===== src/design/spq_pkg.sv =====
// spq_pkg: shared types and constants for the sorted priority queue
// used by spq_cell and sorted_priority_queue; depends on nothing else
`timescale 1ns / 1ps
`default_nettype none

package spq_pkg;

    localparam int DEPTH_DEF = 16;
    localparam int DATA_W    = 32;
    localparam int PRIO_W    = 8;
    localparam int COUNT_W   = 5;

    localparam logic OP_ENQ = 1'b0;
    localparam logic OP_DEQ = 1'b1;

    localparam logic [DATA_W-1:0] NEG_ONE = {DATA_W{1'b1}};

    typedef enum logic [1:0] {
        ST_OK    = 2'd0,
        ST_EMPTY = 2'd1,
        ST_FULL  = 2'd2
    } status_t;

    // control broadcast from the top level to every cell
    typedef struct packed {
        logic enq;
        logic deq;
        logic descending;
    } cell_ctrl_t;

endpackage

`default_nettype wire


===== src/design/sorted_priority_queue.sv =====
// sorted_priority_queue: bounded priority queue as a row of shift-insert cells
// each result is registered from the cycle in which its item is accepted
// throughput: one item per cycle when out_ready is high; every cell compares against the new priority at once
// the insertion point ripples along the row of DEPTH cells within that cycle
// reset clears the count, the order register and the result valid; cells hold no reset
// depends on spq_pkg and spq_cell
`timescale 1ns / 1ps
`default_nettype none

module sorted_priority_queue #(
    parameter int DEPTH = spq_pkg::DEPTH_DEF
) (
    input  wire                                  clk,
    input  wire                                  rst_n,
    input  wire                                  in_valid,
    output logic                                 in_ready,
    input  wire                                  op,
    input  wire  signed [spq_pkg::DATA_W-1:0]    data,
    input  wire         [spq_pkg::PRIO_W-1:0]    priority_req,
    output logic                                 out_valid,
    input  wire                                  out_ready,
    output logic        [1:0]                    status,
    output logic signed [spq_pkg::DATA_W-1:0]    dequeued_data,
    output logic signed [spq_pkg::DATA_W-1:0]    head_data,
    output logic signed [spq_pkg::DATA_W-1:0]    rear_data,
    output logic                                 is_empty,
    output logic        [spq_pkg::COUNT_W-1:0]   entry_count,
    input  wire                                  cfg_valid,
    output logic                                 cfg_ready,
    input  wire                                  cfg_data
);
    import spq_pkg::*;

    localparam int CW = $clog2(DEPTH + 1);

    logic [CW-1:0]     count_reg;
    logic [CW-1:0]     count_next;
    logic              desc_reg;
    logic [DATA_W-1:0] rear_reg;
    logic [DATA_W-1:0] rear_next;

    logic              out_valid_reg;
    status_t           status_reg;
    status_t           status_next;
    logic [DATA_W-1:0] deq_data_reg;
    logic [DATA_W-1:0] deq_data_next;
    logic [DATA_W-1:0] head_reg;
    logic [DATA_W-1:0] head_next;
    logic [DATA_W-1:0] rear_out_reg;
    logic [DATA_W-1:0] rear_out_next;
    logic              empty_reg;
    logic [COUNT_W-1:0] cnt_out_reg;
    logic [31:0]       count_ext;

    logic              fire;
    logic              is_enq;
    logic              full;
    logic              enq_ok;
    logic              deq_ok;
    logic              appended;
    cell_ctrl_t        ctrl;

    logic [DATA_W-1:0] cell_data [DEPTH];
    logic [PRIO_W-1:0] cell_prio [DEPTH];
    logic [DATA_W-1:0] cell_dnxt [DEPTH];
    logic [DEPTH-1:0]  hit_vec;
    logic [DEPTH:0]    found;

    assign in_ready  = !out_valid_reg || out_ready;
    assign cfg_ready = 1'b1;
    assign fire      = in_valid && in_ready;
    assign is_enq    = (op == OP_ENQ);
    assign full      = (count_reg == CW'(DEPTH));
    assign enq_ok    = fire && is_enq && !full;
    assign deq_ok    = fire && (op == OP_DEQ) && (count_reg != '0);
    assign appended  = !(|hit_vec);

    assign ctrl.enq        = enq_ok;
    assign ctrl.deq        = deq_ok;
    assign ctrl.descending = desc_reg;

    assign found[0] = 1'b0;

    for (genvar i = 0; i < DEPTH; i++)
    begin : g_cell
        spq_cell #(
            .INDEX (i),
            .CW    (CW)
        ) u_cell (
            .clk        (clk),
            .ctrl       (ctrl),
            .count      (count_reg),
            .new_data   (data),
            .new_prio   (priority_req),
            .left_data  (cell_data[(i == 0) ? 0 : i - 1]),
            .left_prio  (cell_prio[(i == 0) ? 0 : i - 1]),
            .right_data (cell_data[(i == DEPTH - 1) ? i : i + 1]),
            .right_prio (cell_prio[(i == DEPTH - 1) ? i : i + 1]),
            .found_in   (found[i]),
            .found_out  (found[i+1]),
            .hit        (hit_vec[i]),
            .data_q     (cell_data[i]),
            .prio_q     (cell_prio[i]),
            .data_nxt   (cell_dnxt[i])
        );
    end

    always_comb
    begin
        count_next = count_reg;
        if (enq_ok)
            count_next = count_reg + CW'(1);
        else if (deq_ok)
            count_next = count_reg - CW'(1);

        // rear only moves when the new item lands behind every held entry
        rear_next = rear_reg;
        if (enq_ok && appended)
            rear_next = data;

        if (is_enq)
            status_next = full ? ST_FULL : ST_OK;
        else
            status_next = (count_reg == '0) ? ST_EMPTY : ST_OK;

        deq_data_next = deq_ok ? cell_data[0] : NEG_ONE;
        head_next     = (count_next != '0) ? cell_dnxt[0] : '0;
        rear_out_next = (count_next != '0) ? rear_next : '0;
        count_ext     = 32'(count_next);
    end

    always_ff @(posedge clk or negedge rst_n)
    begin
        if (!rst_n)
        begin
            count_reg     <= '0;
            desc_reg      <= 1'b0;
            out_valid_reg <= 1'b0;
        end
        else
        begin
            if (cfg_valid && cfg_ready)
                desc_reg <= cfg_data;
            if (fire)
            begin
                count_reg     <= count_next;
                out_valid_reg <= 1'b1;
            end
            else if (out_ready)
                out_valid_reg <= 1'b0;
        end
    end

    always_ff @(posedge clk)
    begin
        rear_reg <= rear_next;
        if (fire)
        begin
            status_reg   <= status_next;
            deq_data_reg <= deq_data_next;
            head_reg     <= head_next;
            rear_out_reg <= rear_out_next;
            empty_reg    <= (count_next == '0);
            cnt_out_reg  <= count_ext[COUNT_W-1:0];
        end
    end

    assign out_valid     = out_valid_reg;
    assign status        = status_reg;
    assign dequeued_data = deq_data_reg;
    assign head_data     = head_reg;
    assign rear_data     = rear_out_reg;
    assign is_empty      = empty_reg;
    assign entry_count   = cnt_out_reg;

    a_count_bound: assert property (@(posedge clk) disable iff (!rst_n)
        count_reg <= CW'(DEPTH))
        else $error("entry count above depth");

    a_enq_count: assert property (@(posedge clk) disable iff (!rst_n)
        enq_ok |=> count_reg == $past(count_reg) + CW'(1))
        else $error("enqueue did not grow the count");

    a_empty_deq: assert property (@(posedge clk) disable iff (!rst_n)
        fire && !is_enq && count_reg == '0 |=> out_valid_reg && status_reg == ST_EMPTY
            && deq_data_reg == NEG_ONE)
        else $error("dequeue on empty queue not reported");

    a_deq_head: assert property (@(posedge clk) disable iff (!rst_n)
        deq_ok |=> deq_data_reg == $past(cell_data[0]) && status_reg == ST_OK)
        else $error("dequeued item is not the old head");

    a_full_hold: assert property (@(posedge clk) disable iff (!rst_n)
        fire && is_enq && full |=> count_reg == CW'(DEPTH) && status_reg == ST_FULL)
        else $error("enqueue on full queue changed state");

endmodule

`default_nettype wire


===== src/design/spq_cell.sv =====
// spq_cell: one slot of the sorted store with shift-insert and shift-out
// depends on spq_pkg
`timescale 1ns / 1ps
`default_nettype none

module spq_cell #(
    parameter int INDEX = 0,
    parameter int CW    = 5
) (
    input  wire                              clk,
    input  spq_pkg::cell_ctrl_t              ctrl,
    input  wire  [CW-1:0]                    count,
    input  wire  [spq_pkg::DATA_W-1:0]       new_data,
    input  wire  [spq_pkg::PRIO_W-1:0]       new_prio,
    input  wire  [spq_pkg::DATA_W-1:0]       left_data,
    input  wire  [spq_pkg::PRIO_W-1:0]       left_prio,
    input  wire  [spq_pkg::DATA_W-1:0]       right_data,
    input  wire  [spq_pkg::PRIO_W-1:0]       right_prio,
    input  wire                              found_in,
    output logic                             found_out,
    output logic                             hit,
    output logic [spq_pkg::DATA_W-1:0]       data_q,
    output logic [spq_pkg::PRIO_W-1:0]       prio_q,
    output logic [spq_pkg::DATA_W-1:0]       data_nxt
);
    import spq_pkg::*;

    logic [DATA_W-1:0] data_reg;
    logic [DATA_W-1:0] data_next;
    logic [PRIO_W-1:0] prio_reg;
    logic [PRIO_W-1:0] prio_next;
    logic              occupied;
    logic              goes_after;
    logic              after;

    always_comb
    begin
        occupied   = count > CW'(INDEX);
        goes_after = ctrl.descending ? (prio_reg < new_prio) : (prio_reg > new_prio);
        hit        = occupied && goes_after;
        // free slots count as insertion points so an append lands at the rear
        after      = !occupied || goes_after;
        found_out  = found_in || after;

        data_next = data_reg;
        prio_next = prio_reg;
        if (ctrl.enq)
        begin
            if (found_in)
            begin
                data_next = left_data;
                prio_next = left_prio;
            end
            else if (after)
            begin
                data_next = new_data;
                prio_next = new_prio;
            end
        end
        else if (ctrl.deq)
        begin
            data_next = right_data;
            prio_next = right_prio;
        end
    end

    always_ff @(posedge clk)
    begin
        data_reg <= data_next;
        prio_reg <= prio_next;
    end

    assign data_q   = data_reg;
    assign prio_q   = prio_reg;
    assign data_nxt = data_next;

endmodule

`default_nettype wire

===== config.mk =====
export PLATFORM = sky130hd
export DESIGN_NAME = sorted_priority_queue
export DESIGN_NICKNAME = d
export VERILOG_FILES = /design/src/design/spq_pkg.sv /design/src/design/sorted_priority_queue.sv /design/src/design/spq_cell.sv
export SDC_FILE = /design/constraint.sdc
export NUM_CORES = 2
export LEC_CHECK = 0
export ABC_AREA = 1
export BUFFER_PORTS_ARGS = -buffer_cell sky130_fd_sc_hd__buf_4
export CAP_MARGIN = 40
export CORE_MARGIN = 5
export CORE_UTILIZATION = 60
export DETAILED_ROUTE_END_ITERATION = 12
export HOLD_SLACK_MARGIN = 0.15
export PLACE_DENSITY_LB_ADDON = 0.3
export SLEW_MARGIN = 15
export SYNTH_ARGS = -nofsm -noshare
export SYNTH_HDL_FRONTEND = slang
export SYNTH_SLANG_ARGS = --single-unit

===== constraint.sdc =====
create_clock -name clk -period 8.4 [get_ports clk]
set_input_delay 0.84 -clock clk [delete_from_list [all_inputs] [get_ports clk]]
set_output_delay 0.84 -clock clk [all_outputs]
set_load 0.005 [all_outputs]

==> impl_metrics.tcl <==
set metrics [dict create \
    leakagePower_nw 17.7 \
    fmax_mhz 170 \
    grt_usage 0.310 \
    die_w_microns 268 \
    ys_seq_area_frac 0.571 \
    fin_area_sq_um 44700 \
    drv_slew 0 \
    power_density_nw_per_um2 265 \
    maxCapViolCount 0 \
    synth_nets 4369 \
    max_stage_delay_ns 0.69 \
    worstPathCellList "buf_4 > inv_1 > ha_1 > a21oi_1 > nor2_1 > nor2_1 > nand2_1 > nand2_1 > nand2_1 > nand2_2 > nor2_4 > nand4_4 > buf_4 > nor3_4 > nand4_2 > buf_4 > nor2_2 > nand4_2 > buf_4 > nor2_1 > a21oi_4 > buf_4" \
    finalWorstSetupSlack_ns 2.53 \
    synth_cells 4189 \
    antenna_found_initial 1 \
    root_buffer "clkbuf_16" \
    finalWirelength_mm 115 \
    largest_register_ff_count 512 \
    ys_seq_elements 783 \
    min_period_over_period 0.698 \
    synth_warnings 0 \
    cts_tree "yes" \
    vias 32571 \
    cts_resized 0 \
    dp_slack_ns 2.01 \
    synthFlopType "edfxtp_1" \
    route.detailed.drc 0 \
    start_util 0.607 \
    num_rows 94 \
    synth_edf_count 712 \
    hold_path.class "in -> reg" \
    finalNetCount 4366 \
    wl_per_cell_microns 22.5 \
    die_h_microns 268 \
    power_frac_clock 0.311 \
    clkTransAtPathRegs_ns 0.06 \
    io_buffers 152 \
    tns_ns 0 \
    slew-limit-headroom 0.203 \
    nFillCells 5004 \
    period_minus_slack_ns 5.87 \
    worstSetupPathType "in -> reg" \
    r2r_start "count_reg[4]" \
    io_pins 154 \
    p_comb_frac 0.223 \
    numClockSinks 783 \
    outcome "completed" \
    ff2ff_setup_slack_ns 2.75 \
    numCtsBuffers 80 \
    holdWs_ns 0.501 \
    ys_types 45 \
    gp_congestion 0.942 \
    core_area_sq_um 66000 \
    path_common_cell "buf_4" \
    vdd_drop_max_v 0.000154 \
    switching_share 0.313 \
    dr.pass1.iters 9 \
    required_ns 8.72 \
    postRouteAntennaNets 0 \
    avgSynthCellArea_sq_um 9.56 \
    power_mw 11.8 \
    htreeDepth 3 \
    hold_buffers 1 \
    grt_pass1_wl_mm 176 \
    critPathLaunchType "primary input" \
    synthArstFlopShare 0.00894 \
    critPathCaptureType "flop" \
    area_delta_synth_final_pct 11.6 \
    hold_depth 2 \
    pwr-share-seq 0.466 \
    worstPathArrival_ns 6.18 \
    tightest_slew_ns 1.20 \
    drive_gt1_frac 0.0932 \
    netlist_area_sq_um 40000 \
    die_area_sq_um 72000 \
    rsz0062_at_grt "no" \
    post_dp_cell_area_sq_um 41900 \
    r2r_end "g_cell[14].u_cell.data_q[8]" \
    grt-ovfl-total 0 \
    worstSkewPairLatency_ns 0.65 \
    r2r_cells 19 \
    internal_power_mw 8.13 \
    hold_viol 0 \
    switchingPower_mw 3.71 \
    final_common_cell "nand2_1" \
    clock_path_buffers 3 \
    cp_max_fo 51 \
    setup_violations 0 \
    final_cell_mix "nand2_1, edfxtp_1, nand3_1, inv_1, o21ai_0" \
    drt_iter0_drc 5995 \
    post_cts_buffers 0 \
    grt_pass1_vias 29538 \
    post_drt_via_cell_ratio 6.37 \
    dp_hpwl_mm 78.7 \
    grt_max_degree 249 \
    cp_slowest_cell "a21oi_4" \
    clock_skew_ns 0.0320 \
    hold_path_startpoint "op" \
    min_to "status[1]" \
]
-- cell type report --
class	instances	area (sq um)	share of cell area
sequential	783	22800	0.511
antenna	1	2.50	0.0000560
clock buffer	101	2130	0.0478
timing repair buffer	227	1980	0.0444
multi-input combinational	2695	14600	0.326
tap	864	1080	0.0242
clock inverter	44	542	0.0121
inverter	399	1510	0.0338
-- critical path, delay by kind of cell --
family          cells  cell delay, ns
buf+inv             6            2.57
simple gates       13            1.49
compound gates      2            0.84
fa+ha+maj           1            0.38
-- cells in the mapped netlist, drive strengths merged, types with 7 or more instances --
master  instances  share of area
dfrtp           7         0.0044
a21oi         144          0.018
nor3           11         0.0017
o22ai          42         0.0066
o21ai         266          0.033
clkbuf        250          0.023
dfxtp          64          0.032
inv           393          0.037
edfxtp        712           0.53
a211oi         42         0.0084
buf            62         0.0078
nand4          17         0.0035
a22oi          41         0.0077
nand3         501          0.063
ha            133          0.042
nor2          159          0.016
a31oi          39         0.0061
o311ai         31         0.0068
o221ai         52          0.011
o21a            8         0.0015
nand2         978          0.092
o211ai        212          0.040
-- worst max path at each step --
stage | start | endpoint | slack (ns) | cells after the start
floorplan | out_ready | g_cell[6].u_cell.data_q[0] | 0.46 | 12
global placement | priority_req[1] | g_cell[12].u_cell.data_q[16] | 1.64 | 21
detailed placement | priority_req[5] | g_cell[14].u_cell.data_q[16] | 2.01 | 22
CTS | priority_req[5] | g_cell[14].u_cell.data_q[8] | 2.66 | 22
global route | priority_req[5] | g_cell[14].u_cell.data_q[8] | 2.23 | 22
finish | priority_req[5] | g_cell[14].u_cell.data_q[8] | 2.53 | 22
-- routing by layer --
| metal | track usage | share of wire |
|---|---|---|
| met5 | 0 | 0.0011 |
| met4 | 0.0631 | 0.016 |
| met3 | 0.0948 | 0.16 |
| met2 | 0.415 | 0.40 |
| met1 | 0.499 | 0.42 |
-- power by group through the flow --
stage | registers (mW) | clock network (mW) | logic, mW
global route | 5.58 | 3.84 | 2.91
finish | 5.52 | 3.68 | 2.64
CTS | 5.51 | 3.69 | 2.57
global placement | 5.57 | 0 | 2.44
detailed placement | 5.58 | 0 | 2.55
floorplan | 5.47 | 0 | 1.67
-- through the flow --
step                 util  instances
global route        0.677       5114
finish              0.677       5114
floorplan               -       4189
CTS                 0.676       5109
global placement    0.630       4948
detailed placement  0.635       4963
-- cell families (layout without fill, tap and decap cells) --
group                      after synthesis  after routing  share of synthesized area
other                                    1              2                  0.0000937
adders and majority gates              133            133                     0.0416
buffers and inverters                  711            771                     0.0687
DFF                                    783            783                      0.571
and+or+nand+nor                       1667           1667                      0.176
xor gates and xnor gates                 6              6                    0.00131
AOI/OAI and AO/OA                      888            888                      0.142
No activity file was read; power rests on OpenSTA's default activity.
